--- config.mk ---
export PLATFORM = sky130hd
export DESIGN_NAME = ata_taskfile_command_issuer_core
export DESIGN_NICKNAME = d
export VERILOG_FILES = /design/src/sv/atci_pkg.sv /design/src/sv/atci_front.sv /design/src/sv/atci_queue.sv /design/src/sv/atci_back.sv /design/src/sv/ata_taskfile_command_issuer_core.sv
export SDC_FILE = /design/constraint.sdc
export NUM_CORES = 1
export LEC_CHECK = 0
export BUFFER_PORTS_ARGS = -buffer_cell sky130_fd_sc_hd__buf_2
export CAP_MARGIN = 20
export CORE_MARGIN = 5
export CORE_UTILIZATION = 60
export DETAILED_ROUTE_END_ITERATION = 16
export PLACE_DENSITY = 0.79
export SLEW_MARGIN = 10
export SYNTH_ARGS = -nofsm -noshare
export SYNTH_HDL_FRONTEND = slang
export SYNTH_HIERARCHICAL = 1
export SYNTH_SLANG_ARGS = --single-unit
--- constraint.sdc ---
create_clock -name clk_i -period 7.7 [get_ports clk_i]
set_input_delay 1.155 -clock clk_i [delete_from_list [all_inputs] [get_ports clk_i]]
set_output_delay 1.155 -clock clk_i [all_outputs]
set_load 0.005 [all_outputs]
--- src/sv/atci_pkg.sv ---
// Types, constants and the beat table of the ATA taskfile command issuer.
package atci_pkg;

  localparam int unsigned CmdW    = 2;
  localparam int unsigned LbaW    = 48;
  localparam int unsigned CntW    = 17;
  localparam int unsigned EndW    = 49;
  localparam int unsigned Cap28W  = 29;
  localparam int unsigned Cap48W  = 49;
  localparam int unsigned CfgIdxW = 2;
  localparam int unsigned CfgW    = 49;
  localparam int unsigned StepW   = 4;
  localparam int unsigned QDepth  = 2;
  localparam int unsigned QPtrW   = $clog2(QDepth);
  localparam int unsigned QCntW   = $clog2(QDepth + 1);

  localparam logic [CmdW-1:0] CmdRead  = 2'd0;
  localparam logic [CmdW-1:0] CmdWrite = 2'd1;
  localparam logic [CmdW-1:0] CmdFlush = 2'd2;
  localparam logic [CmdW-1:0] CmdBad   = 2'd3;

  localparam logic [CfgIdxW-1:0] CfgLba48Capable = 2'd0;
  localparam logic [CfgIdxW-1:0] CfgIsSlave      = 2'd1;
  localparam logic [CfgIdxW-1:0] CfgLba28Cap     = 2'd2;
  localparam logic [CfgIdxW-1:0] CfgLba48Cap     = 2'd3;

  localparam logic [2:0] OffNone  = 3'd0;
  localparam logic [2:0] OffCount = 3'd2;
  localparam logic [2:0] OffLbaLo = 3'd3;
  localparam logic [2:0] OffLbaMid = 3'd4;
  localparam logic [2:0] OffLbaHi = 3'd5;
  localparam logic [2:0] OffDrive = 3'd6;
  localparam logic [2:0] OffCmd   = 3'd7;

  localparam logic [7:0] OpRead28   = 8'h20;
  localparam logic [7:0] OpRead48   = 8'h24;
  localparam logic [7:0] OpWrite28  = 8'h30;
  localparam logic [7:0] OpWrite48  = 8'h34;
  localparam logic [7:0] OpFlush28  = 8'hE7;
  localparam logic [7:0] OpFlush48  = 8'hEA;
  localparam logic [7:0] DriveBase  = 8'hA0;
  localparam logic [7:0] DriveLba   = 8'h40;
  localparam logic [7:0] DriveSlave = 8'h10;

  localparam logic [EndW-1:0] Lba28Limit = EndW'(64'd1 << 28);
  localparam logic [CntW-1:0] MaxCnt28   = 17'd256;
  localparam logic [CntW-1:0] MaxCnt48   = 17'd65536;

  typedef enum logic [1:0] {
    KindErr,
    KindFlush,
    KindLba28,
    KindLba48
  } atci_kind_e;

  typedef struct packed {
    logic [CmdW-1:0] command;
    logic [LbaW-1:0] start_sector;
    logic [CntW-1:0] sector_count;
  } atci_in_t;

  typedef struct packed {
    logic [2:0] reg_offset;
    logic [7:0] reg_value;
    logic       status;
    logic       last;
  } atci_out_t;

  typedef struct packed {
    atci_kind_e      kind;
    logic [7:0]      drive;
    logic [7:0]      opcode;
    logic [LbaW-1:0] lba;
    logic [15:0]     cnt;
  } atci_desc_t;

  typedef struct packed {
    logic full;
    logic valid;
  } atci_qstat_t;

  function automatic logic [StepW-1:0] last_step(atci_kind_e kind);
    logic [StepW-1:0] s;
    unique case (kind)
      KindErr:   s = 4'd0;
      KindFlush: s = 4'd1;
      KindLba28: s = 4'd5;
      KindLba48: s = 4'd9;
      default:   s = 4'd0;
    endcase
    return s;
  endfunction

  function automatic atci_out_t beat(atci_desc_t d, logic [StepW-1:0] step);
    atci_out_t o;
    o.status = 1'b0;
    o.last   = (step == last_step(d.kind));
    o.reg_offset = OffCmd;
    o.reg_value  = d.opcode;
    unique case (d.kind)
      KindErr: begin
        o.reg_offset = OffNone;
        o.reg_value  = 8'h00;
        o.status     = 1'b1;
        o.last       = 1'b1;
      end
      KindFlush: begin
        if (step == 4'd0) begin
          o.reg_offset = OffDrive;
          o.reg_value  = d.drive;
        end
      end
      KindLba28: begin
        unique case (step)
          4'd0: begin o.reg_offset = OffDrive;  o.reg_value = d.drive;       end
          4'd1: begin o.reg_offset = OffCount;  o.reg_value = d.cnt[7:0];    end
          4'd2: begin o.reg_offset = OffLbaLo;  o.reg_value = d.lba[7:0];    end
          4'd3: begin o.reg_offset = OffLbaMid; o.reg_value = d.lba[15:8];   end
          4'd4: begin o.reg_offset = OffLbaHi;  o.reg_value = d.lba[23:16];  end
          default: ;
        endcase
      end
      KindLba48: begin
        unique case (step)
          4'd0: begin o.reg_offset = OffDrive;  o.reg_value = d.drive;       end
          4'd1: begin o.reg_offset = OffCount;  o.reg_value = d.cnt[15:8];   end
          4'd2: begin o.reg_offset = OffLbaLo;  o.reg_value = d.lba[31:24];  end
          4'd3: begin o.reg_offset = OffLbaMid; o.reg_value = d.lba[39:32];  end
          4'd4: begin o.reg_offset = OffLbaHi;  o.reg_value = d.lba[47:40];  end
          4'd5: begin o.reg_offset = OffCount;  o.reg_value = d.cnt[7:0];    end
          4'd6: begin o.reg_offset = OffLbaLo;  o.reg_value = d.lba[7:0];    end
          4'd7: begin o.reg_offset = OffLbaMid; o.reg_value = d.lba[15:8];   end
          4'd8: begin o.reg_offset = OffLbaHi;  o.reg_value = d.lba[23:16];  end
          default: ;
        endcase
      end
      default: ;
    endcase
    return o;
  endfunction

endpackage

--- src/sv/atci_front.sv ---
// Front end: drive configuration, request intake, range checks and classification.
module atci_front (
  input  logic                            clk_i,
  input  logic                            rst_ni,
  input  logic                            cfg_valid_i,
  output logic                            cfg_ready_o,
  input  logic [atci_pkg::CfgIdxW-1:0]    cfg_index_i,
  input  logic [atci_pkg::CfgW-1:0]       cfg_data_i,
  input  logic                            in_valid_i,
  output logic                            in_stall_o,
  input  atci_pkg::atci_in_t              in_data_i,
  input  atci_pkg::atci_qstat_t           q_stat_i,
  output logic                            push_o,
  output atci_pkg::atci_desc_t            desc_o
);

  logic                            cap48_q;
  logic                            slave_q;
  logic [atci_pkg::Cap28W-1:0]     cap28_q;
  logic [atci_pkg::Cap48W-1:0]     cap48sz_q;

  logic                            stg_valid_q, stg_valid_d;
  logic [atci_pkg::CmdW-1:0]       cmd_q;
  logic [atci_pkg::LbaW-1:0]       lba_q;
  logic [atci_pkg::CntW-1:0]       cnt_q;
  logic [atci_pkg::EndW-1:0]       end_q;

  logic take, stg_ready, is_write, wide, cnt_bad, big28;
  logic [7:0] slave_bit;

  assign cfg_ready_o = 1'b1;

  always_ff @(posedge clk_i or negedge rst_ni) begin
    if (!rst_ni) begin
      cap48_q   <= 1'b0;
      slave_q   <= 1'b0;
      cap28_q   <= '0;
      cap48sz_q <= '0;
    end else if (cfg_valid_i) begin
      unique case (cfg_index_i)
        atci_pkg::CfgLba48Capable: cap48_q   <= cfg_data_i[0];
        atci_pkg::CfgIsSlave:      slave_q   <= cfg_data_i[0];
        atci_pkg::CfgLba28Cap:     cap28_q   <= cfg_data_i[atci_pkg::Cap28W-1:0];
        atci_pkg::CfgLba48Cap:     cap48sz_q <= cfg_data_i[atci_pkg::Cap48W-1:0];
        default: ;
      endcase
    end
  end

  assign push_o      = stg_valid_q && !q_stat_i.full;
  assign stg_ready   = !stg_valid_q || !q_stat_i.full;
  assign in_stall_o  = !stg_ready;
  assign take        = in_valid_i && stg_ready;
  assign stg_valid_d = take || (stg_valid_q && q_stat_i.full);

  always_ff @(posedge clk_i or negedge rst_ni) begin
    if (!rst_ni) begin
      stg_valid_q <= 1'b0;
    end else begin
      stg_valid_q <= stg_valid_d;
    end
  end

  always_ff @(posedge clk_i) begin
    if (take) begin
      cmd_q <= in_data_i.command;
      lba_q <= in_data_i.start_sector;
      cnt_q <= in_data_i.sector_count;
      end_q <= atci_pkg::EndW'(in_data_i.start_sector)
             + atci_pkg::EndW'(in_data_i.sector_count);
    end
  end

  assign is_write  = (cmd_q == atci_pkg::CmdWrite);
  assign slave_bit = slave_q ? atci_pkg::DriveSlave : 8'h00;
  assign cnt_bad   = (cnt_q == '0) || (cnt_q > atci_pkg::MaxCnt48);
  assign big28     = cnt_q > atci_pkg::MaxCnt28;
  assign wide      = cap48_q && ((lba_q[atci_pkg::LbaW-1:28] != '0)
                   || (end_q > atci_pkg::Lba28Limit) || big28);

  always_comb begin
    desc_o.kind   = atci_pkg::KindErr;
    desc_o.drive  = atci_pkg::DriveBase | atci_pkg::DriveLba | slave_bit;
    desc_o.opcode = is_write ? atci_pkg::OpWrite28 : atci_pkg::OpRead28;
    desc_o.lba    = lba_q;
    desc_o.cnt    = cnt_q[15:0];
    priority if (cmd_q == atci_pkg::CmdBad) begin
      desc_o.kind = atci_pkg::KindErr;
    end else if (cmd_q == atci_pkg::CmdFlush) begin
      desc_o.kind   = atci_pkg::KindFlush;
      desc_o.drive  = atci_pkg::DriveBase | slave_bit
                    | (cap48_q ? atci_pkg::DriveLba : 8'h00);
      desc_o.opcode = cap48_q ? atci_pkg::OpFlush48 : atci_pkg::OpFlush28;
    end else if (cnt_bad) begin
      desc_o.kind = atci_pkg::KindErr;
    end else if (wide) begin
      desc_o.kind   = (end_q > cap48sz_q) ? atci_pkg::KindErr : atci_pkg::KindLba48;
      desc_o.opcode = is_write ? atci_pkg::OpWrite48 : atci_pkg::OpRead48;
    end else begin
      desc_o.kind  = (big28 || end_q > atci_pkg::Lba28Limit
                   || end_q > atci_pkg::EndW'(cap28_q))
                   ? atci_pkg::KindErr : atci_pkg::KindLba28;
      desc_o.drive = atci_pkg::DriveBase | atci_pkg::DriveLba | slave_bit
                   | {4'h0, lba_q[27:24]};
    end
  end

endmodule

--- src/sv/atci_queue.sv ---
// Short descriptor queue between the front end and the register sequencer.
module atci_queue (
  input  logic                   clk_i,
  input  logic                   rst_ni,
  input  logic                   push_i,
  input  atci_pkg::atci_desc_t   desc_i,
  input  logic                   pop_i,
  output atci_pkg::atci_qstat_t  stat_o,
  output atci_pkg::atci_desc_t   head_o
);

  atci_pkg::atci_desc_t            mem_q [atci_pkg::QDepth];
  logic [atci_pkg::QPtrW-1:0]      wr_q, wr_d, rd_q, rd_d;
  logic [atci_pkg::QCntW-1:0]      cnt_q, cnt_d;
  logic                            do_push, do_pop;

  assign stat_o.full  = (cnt_q == atci_pkg::QCntW'(atci_pkg::QDepth));
  assign stat_o.valid = (cnt_q != '0);
  assign do_push      = push_i && !stat_o.full;
  assign do_pop       = pop_i && stat_o.valid;
  assign head_o       = mem_q[rd_q];

  always_comb begin
    wr_d  = do_push ? wr_q + 1'b1 : wr_q;
    rd_d  = do_pop  ? rd_q + 1'b1 : rd_q;
    cnt_d = cnt_q;
    if (do_push && !do_pop) begin
      cnt_d = cnt_q + 1'b1;
    end else if (do_pop && !do_push) begin
      cnt_d = cnt_q - 1'b1;
    end
  end

  always_ff @(posedge clk_i or negedge rst_ni) begin
    if (!rst_ni) begin
      wr_q  <= '0;
      rd_q  <= '0;
      cnt_q <= '0;
    end else begin
      wr_q  <= wr_d;
      rd_q  <= rd_d;
      cnt_q <= cnt_d;
    end
  end

  always_ff @(posedge clk_i) begin
    if (do_push) begin
      mem_q[wr_q] <= desc_i;
    end
  end

endmodule

--- src/sv/atci_back.sv ---
// Register sequencer: walks each descriptor and emits one taskfile write per beat, or one status beat for an error.
module atci_back (
  input  logic                   clk_i,
  input  logic                   rst_ni,
  input  atci_pkg::atci_qstat_t  q_stat_i,
  input  atci_pkg::atci_desc_t   head_i,
  output logic                   pop_o,
  output logic                   out_valid_o,
  input  logic                   out_stall_i,
  output atci_pkg::atci_out_t    out_data_o
);

  logic                          out_valid_q, out_valid_d;
  atci_pkg::atci_out_t           out_q;
  logic [atci_pkg::StepW-1:0]    step_q, step_d;
  logic                          adv, emit, fin;

  assign adv  = !out_valid_q || !out_stall_i;
  assign emit = adv && q_stat_i.valid;
  assign fin  = (step_q == atci_pkg::last_step(head_i.kind));
  assign pop_o = emit && fin;

  always_comb begin
    out_valid_d = adv ? q_stat_i.valid : out_valid_q;
    step_d      = step_q;
    if (emit) begin
      step_d = fin ? '0 : step_q + 1'b1;
    end
  end

  always_ff @(posedge clk_i or negedge rst_ni) begin
    if (!rst_ni) begin
      out_valid_q <= 1'b0;
      step_q      <= '0;
    end else begin
      out_valid_q <= out_valid_d;
      step_q      <= step_d;
    end
  end

  always_ff @(posedge clk_i) begin
    if (emit) begin
      out_q <= atci_pkg::beat(head_i, step_q);
    end
  end

  assign out_valid_o = out_valid_q;
  assign out_data_o  = out_q;

endmodule

--- src/sv/ata_taskfile_command_issuer_core.sv ---
// Path: an accepted request passes the front-end staging register, the queue and the beat register.
// Throughput: one beat per cycle while out_stall_i is low; a request issues 1 (error), 2 (flush),
// 6 (28-bit) or 10 (48-bit) beats from the single result register of the sequencer.
// Requests enter back to back while the staging register or the two-entry queue has room.
// Reset: asynchronous, active low; clears control state and all drive configuration to zero.
module ata_taskfile_command_issuer_core (
  input  logic                          clk_i,
  input  logic                          rst_ni,
  input  logic                          cfg_valid_i,
  output logic                          cfg_ready_o,
  input  logic [atci_pkg::CfgIdxW-1:0]  cfg_index_i,
  input  logic [atci_pkg::CfgW-1:0]     cfg_data_i,
  input  logic                          in_valid_i,
  output logic                          in_stall_o,
  input  atci_pkg::atci_in_t            in_data_i,
  output logic                          out_valid_o,
  input  logic                          out_stall_i,
  output atci_pkg::atci_out_t           out_data_o
);

  atci_pkg::atci_qstat_t q_stat;
  atci_pkg::atci_desc_t  desc, head;
  logic                  push, pop;

  atci_front u_front (
    .clk_i       (clk_i),
    .rst_ni      (rst_ni),
    .cfg_valid_i (cfg_valid_i),
    .cfg_ready_o (cfg_ready_o),
    .cfg_index_i (cfg_index_i),
    .cfg_data_i  (cfg_data_i),
    .in_valid_i  (in_valid_i),
    .in_stall_o  (in_stall_o),
    .in_data_i   (in_data_i),
    .q_stat_i    (q_stat),
    .push_o      (push),
    .desc_o      (desc)
  );

  atci_queue u_queue (
    .clk_i  (clk_i),
    .rst_ni (rst_ni),
    .push_i (push),
    .desc_i (desc),
    .pop_i  (pop),
    .stat_o (q_stat),
    .head_o (head)
  );

  atci_back u_back (
    .clk_i       (clk_i),
    .rst_ni      (rst_ni),
    .q_stat_i    (q_stat),
    .head_i      (head),
    .pop_o       (pop),
    .out_valid_o (out_valid_o),
    .out_stall_i (out_stall_i),
    .out_data_o  (out_data_o)
  );

endmodule

==> key figures, run 1 <==
Placed design
  – Hpwl dp: between 30000 and 40000 um
  – RD Place Congestion: between 0.9 and 1
  – Post-DP Area: 19700 sq um
  – Pre-CTS worst setup slack: roughly 3.7 ns
  – Buffers on Ports: approximately 140

Global route
  – Vias in the first global route: roughly 12000
  – GR Util All Layers: around a quarter
  – Gr ovfl total: 0
  – Largest net degree at the start of global routing: 82
  – Global-route wire length before repair: about 67000 um
  – Initial antenna violation count: 3

STA
  – Final max-slew violation count: 0
  – Rel. slew slack: 27.0%
  – Final setup skew: about 0.014 ns
  – Hold Violations, Final: 0
  – Endpoints failing setup: 0
  – Setup Total Neg Slack: 0 ns
  – Slew @ Worst Pin: roughly 1.1 ns
  – Final period util: between 40 and 50%
  – Final setup margin: approximately 4.1 ns
  – RSZ-0062 raised after global routing: false
  – Minimum clock period: 3.58 ns
  – Fmax: between 0.2 and 0.3 GHz

Detailed routing
  – First-pass DRT Iterations: 6
  – Antenna Nets Post-Route: 0
  – DRC viols: 0
  – Vias: between 10000 and 15000
  – Average routed wire per standard cell: between 20 and 25 um
  – Via density: 6.15
  – Post-Route WL: between 40000 and 50000 um
  – DRT iter0 DRCs: about 1100

Clock tree
  – Clock root buffer: clkbuf_16
  – H-tree levels: 2
  – Clock Path Buffers: 3
  – CTS resizes: 0
  – TritonCTS clock tree: yes
  – Setup Buffers After CTS: 0
  – Clk sink count: around 380
  – CTS buffer count: 40
  – Clock-pin slew on the worst setup and hold paths: ~0.06 ns
  – Clock Latency Late Sink: roughly 0.54 ns
  – Hold Buf Count CTS: 0

Worst setup path
  – WP data required: approximately 8.0 ns
  – RR Endpoint: u_back/out_data_o[6]
  – Slowest-stage cell, CP: o311ai_0
  – Worst Path Arrival: 3.87 ns
  – Reg2Reg Setup Slack: approximately 4.2 ns
  – Setup crit start kind: input pin
  – Worst path cell trace: buf_2 > ha_1 > inv_1 > fa_1 > nor2b_1 > o31a_1 > o311ai_0 > a21oi_1 > o21a_1 > o2111ai_1 > xnor2_1
  – R2R Path Start: u_queue/rd_q
  – CP max FO: 11
  – Cell family with most CP delay: compound AO/OA/AOI/OAI gates
  – Worst Setup End Kind: flip-flop
  – WP depth: 11
  – WS Path Type: input pin to flip-flop
  – Slowest stage delay, CP: 0.62 ns
  – Reg2Reg Depth: 6
  – CP bufs+invs: 2

Cells and area
  – Final instance area: between 20000 and 25000 sq um
  – Layout Utilization: between 60% and 70%
  – Antenna Cells: 0
  – Area delta synth->final: 11.2%
  – Layout cell share with drive strength beyond 1: a little over a quarter
  – NumNets Final: 1719

Min path
  – WHS Endpoint: u_queue/mem_q[0][30]
  – Hold crit path type: flip-flop to flip-flop
  – Hold Crit Start: u_front/lba_q[14]
  – Hold Path Stages: 0

Pwr
  – PwrDens: 337 nW/um^2
  – Lkg Pwr: ~8.5 nW
  – Max VDD drop: ~0.27 mV

Yosys
  – Synth top area share: roughly 47%
  – Largest cells by area after synthesis: edfxtp_1 47%, dfrtp_1 12%, ha_1 6.6%
  – Synth unique cells: slightly below 80
  – Asr flop ratio synth: a little under a quarter
  – Synth area leader: edfxtp_1
  – #FFs+latches synth: around 380
  – Seq/Total Area, Yosys: approximately three fifths
  – Predominant post-synthesis flop cell: edfxtp_1
  – Number of synthesized flops with an enable pin: roughly 290
  – Mapped Cells: between 1000 and 1500
  – Post-Syn Area: about 19000 sq um
  – Syn avg cell area: ~14 sq um
  – Synth Warn #: 6

Run
  – Max-cap viol count: 0

Floorplan
  – Die area: around 35000 sq um
  – Site Rows: 65
  – Core area: ~31000 sq um
  – Io pins: about 140
  – Initial Util: between 60% and 70%
  – Die width: between 150 and 200 um
  – Die Y: about 190 um

Status
  – Run status: complete, no violations
==> layout by cell type, fill, tap and decap left out, types with 33 or more instances in the layout <==
cell type,Yosys,routed
edfxtp_1,293,293
buf_2,15,136
inv_1,106,106
ha_1,100,100
mux2_2,91,91
dfrtp_1,90,89
mux2_4,70,70
nand2_1,61,61
a21oi_1,46,46
clkbuf_16,0,41
xnor2_1,39,39
nor2_1,34,33
==> registers in the layout (all words and copies together), names as in the netlist, 4 cells and up <==
| register | cells |
|---|---|
| u_front/lba_q | 48 |
| u_back/out_data_o | 13 |
| u_queue/mem_q | 164 |
| u_back/step_q | 4 |
| u_front/end_q | 49 |
| u_front/cnt_q | 17 |
| u_front/cap48sz_q | 49 |
| u_front/cap28_q | 29 |
==> report_power, final <==
part | internal, mW | switching [mW] | leakage, nW
Clock | 1.11 | 0.799 | 0.625
Sequential | 2.87 | 0.293 | 3.83
Combinational | 0.876 | 1.13 | 4.01
==> cell families (layout without fill, tap and decap cells) <==
| group | after synthesis | count (layout) | synth area share, % |
|---|---|---|---|
| compound gates | 212 | 212 | 8.15 |
| xor+xnor | 49 | 49 | 2.27 |
| fa+ha+maj | 101 | 101 | 6.72 |
| buf+inv | 179 | 330 | 4.87 |
| flops | 383 | 383 | 58.4 |
| mux | 184 | 184 | 12.2 |
| other cells | 1 | 4 | 0.0198 |
| simple gates | 262 | 262 | 7.38 |
==> final cells by class <==
cell class,count,area (sq um)
Inverter,108,405
Timing Repair Buffer,150,786
Fill cell,2126,10300
Sequential cell,383,11100
Tap cell,402,503
Clock inverter,29,273
Clock buffer,43,1030
Multi-Input combinational cell,812,6990
==> cells in the mapped netlist (4+ instances only) <==
library cell,count
buf_2,15
o21bai_1,8
nand4_1,25
nor2b_1,6
xnor2_1,39
and2_1,9
nand3_1,25
clkbuf_1,17
nand2b_1,11
o21a_1,8
xor2_1,10
mux2_4,70
buf_12,7
dfrtp_1,90
mux2_2,91
and4_1,4
buf_6,4
o211ai_1,9
nor3_1,28
o22ai_1,15
a21o_1,15
mux2i_1,23
buf_1,5
a21oi_1,46
ha_1,100
buf_4,23
inv_1,106
nor2_1,34
edfxtp_1,293
a222oi_1,16
nor4_1,25
o311ai_1,8
a2bb2oi_2,8
and3_1,13
a211oi_1,6
a221oi_1,4
o2111ai_1,5
nand2_1,61
o21ai_0,30
==> through the flow <==
step	power (mW)	instances	hold slack [ns]
floorplan	4.67	1374	0.421
global placement	5.10	1855	0.423
detailed placement	5.18	1855	0.433
CTS	7.12	1927	0.444
global route	7.45	1927	0.464
finish	7.08	1927	0.445
==> per-layer routing <==
| metal | share of wire, % | wire (um) | global-route usage (%) |
|---|---|---|---|
| met3 | 6.9 | 2920 | 4.34 |
| met2 | 48 | 20600 | 39.3 |
| met4 | 3.3 | 1430 | 7.85 |
| met5 | 0.061 | 26 | 0 |
| met1 | 41 | 17600 | 32.5 |
==> worst max-delay path by stage <==
| stage | slack (ns) | endpoint | start |
|---|---|---|---|
| finish | 4.12 | u_front/end_q[40] | in_data_i[0] |
| detailed placement | 3.74 | u_front/end_q[40] | in_data_i[17] |
| global route | 4.04 | u_front/end_q[22] | in_data_i[0] |
| floorplan | 0.90 | u_front/cmd_q[0] | in_valid_i |
| global placement | 3.85 | u_front/end_q[40] | in_data_i[0] |
| CTS | 4.22 | u_front/end_q[22] | in_data_i[0] |
No activity file was read; power rests on OpenSTA's default activity.
==> run 2, diff against run 1 <==
- CORE_UTILIZATION: 60 -> 55
- PLACE_DENSITY: 0.79 -> 0.77
- clock period: 7.7 -> 3.1 ns (I/O delays scaled with it)
==> key figures, run 2 (synthesis results as in run 1) <==
Detailed routing
  – DRT iter0 DRCs: 1008 (-11%)
  – DRC viols: 0 (unchanged)
  – First-pass DRT Iterations: 5 (-1)
  – Post-Route WL: 43500 um (+2.3%)
  – Vias: 11800 (-0.18%)
  – Antenna Nets Post-Route: 0 (unchanged)
  – Average routed wire per standard cell: 21.7 um (-1.8%)
  – Via density: 5.89 (-4.2%)

Global route
  – GR met3 Demand/Resource: 3.74% (-0.59 points)
  – Gr ovfl total: 0 (unchanged)
  – Vias in the first global route: 12100 (+0.84%)
  – Largest net degree at the start of global routing: 103 (+26%)
  – Grt met1 use: 29.5% (-3.0 points)
  – Global-route wire length before repair: 67300 um (+0.65%)
  – GR Util All Layers: 22.3% (-1.6 points)
  – Initial antenna violation count: 4 (+1)
  – GRT busiest layer: met2
  – Met2 Resource Use GR: 37.6% (-1.8 points)

STA
  – Final max-slew violation count: 0 (unchanged)
  – Final period util: between 90% and 100%
  – Slew @ Worst Pin: 0.985 ns (-0.111 ns)
  – Final setup skew: 0.0171 ns (+0.00298 ns)
  – Endpoints failing setup: 0 (unchanged)
  – Hold Violations, Final: 0 (unchanged)
  – Minimum clock period: between 2 and 3 ns
  – Fmax: roughly 0.34 GHz
  – Setup Total Neg Slack: 0 ns (unchanged)
  – Rel. slew slack: 34.4% (+7.4 points)
  – RSZ-0062 raised after global routing: false

Clock tree
  – TritonCTS clock tree: yes
  – H-tree levels: 2 (unchanged)
  – Clock Latency Late Sink: 0.53 ns (about the same)
  – Clock Path Buffers: 3 (unchanged)
  – Clock-pin slew on the worst setup and hold paths: 0.06 ns (about the same)
  – CTS buffer count: 40 (unchanged)
  – Clock root buffer: clkbuf_16
  – Clk sink count: 383 (unchanged)

Run
  – Max-cap viol count: 0 (unchanged)

Worst setup path
  – CP max FO: 3 (-8)
  – Worst Path Arrival: 3.22 ns (-0.65 ns)
  – Worst Setup End Kind: flip-flop
  – WS Path Type: flip-flop to flip-flop
  – WP data required: 3.37 ns (-4.62 ns)
  – Setup crit start kind: flip-flop

Cells and area
  – Area occupied by multi-input gates: 6990 sq um (unchanged)
  – Commonest non-fill, non-tap cell in the layout: edfxtp_1
  – Largest register FFs: 164 (unchanged)
  – NumNets Final: 1742 (+1.3%)
  – Area delta synth->final: 13.4%
  – Sequential cell area: 11100 sq um (unchanged)
  – Layout cell share with drive strength beyond 1: 27.0% (+0.74 points)
  – Layout Utilization: 62.6% (-4.6 points)
  – Top reg by flops: u_queue/mem_q
  – Largest registers: u_queue/mem_q: 164 flops, u_front/cap48sz_q: 49 flops, u_front/end_q: 49 flops
  – Fill cell count: 2546 (+20%)
  – Most frequent cells in the layout: 293 x edfxtp_1, 136 x buf_2, 106 x inv_1, 100 x ha_1, 91 x mux2_2

Floorplan
  – Die Y: 195 um (+4.2%)
  – Core area: 34300 sq um (+9.5%)
  – Initial Util: 55.2% (-5.2 points)
  – Die width: 195 um (+4.2%)
  – Site Rows: 68 (+4.6%)
  – Io pins: 139 (unchanged)
  – Die area: 38200 sq um (+8.6%)

Pwr
  – Max VDD drop: 0.512 mV (+88%)
  – Lkg Pwr: 8.66 nW (+2.2%)
  – PwrDens: 842 nW/um^2 (+150%)

Placed design
  – Buffers on Ports: 137 (unchanged)
  – RD Place Congestion: 0.921 (-4.7%)
  – Hpwl dp: 31400 um (+3.7%)

Status
  – Run status: complete, no violations

Min path
  – Hold crit path type: input pin to flip-flop
==> run 2: cell types whose count changed in the layout (fill, tap and decap cells not counted), moves of 2 or more <==
cell,before,now
clkinv_1,5,7
bufinv_16,4,7
diode_2,0,2
buf_12,0,7
inv_6,4,2
clkinvlp_4,7,2
buf_4,14,28
clkbuf_1,2,6
==> run 2: worst paths after layout <==
path	slack [ns]	start	end	cells after the start
worst max-delay path	0.15	u_front/end_q[46]	u_queue/mem_q[1][81]	8
worst min-delay path	0.11	in_data_i[65]	u_front/cmd_q[0]	1
worst max register to register	0.15	u_front/end_q[46]	u_queue/mem_q[1][81]	8
worst min register to register	0.45	u_front/lba_q[12]	u_queue/mem_q[1][28]	0
max in group asynchronous	1.83	rst_ni	u_front/cap48sz_q[6]	4
min in group asynchronous	0.40	rst_ni	u_front/cap48sz_q[37]	2
==> run 2: worst max-delay path, stage by stage (launching register included) <==
cell,delay [ns]
edfxtp_1,0.40
ha_1,0.32
nand4_1,0.18
or4_1,0.61
nor3_1,0.50
a21oi_1,0.07
o311ai_0,0.30
buf_4,0.21
o21ai_1,0.09
==> run 2: cell type report <==
type,instances,area share (%)
well taps,455,2.65
flip-flops and latches,383,51.5
inverters,108,1.89
clock inverters,26,1.45
repair buffers,173,4.98
clock buffers,48,4.95
multi-input cells,812,32.6
diodes,2,0.0233
==> run 2: report_power, final <==
| group | internal, mW | leakage (nW) | switching [mW] |
|---|---|---|---|
| logic | 2.36 | 4.16 | 3.02 |
| registers | 7.11 | 3.83 | 0.592 |
| clock network | 3.03 | 0.669 | 1.96 |
==> run 2: metal layers <==
layer	wire (um)	part of all wire (%)	up-vias
met4	1560	3.6	4
met1	17900	41	5814
li1	-	-	5472
met5	21	0.048	-
met3	2710	6.2	109
met2	21300	49	426
==> run 2: per-stage QoR <==
stage	cells	worst slack, ns	area, sq um	power, mW	hold slack, ns
after floorplan	1374	0.179	18900	11.5	0.169
after global placement	1929	0.0718	20000	12.9	0.423
after detailed placement	1929	-0.0372	20000	13.1	0.435
after CTS	2003	0.195	21400	18.2	0.0847
after global routing	2007	0.0440	21500	18.9	0.0983
final	2007	0.152	21500	18.1	0.106
==> run 2: what timing repair did <==
item / in CTS / in global routing
hold endpoints to repair: 0 / 24
hold buffers: 0 / 1
gates resized for setup: 0 / 0
setup buffers: 0 / 0
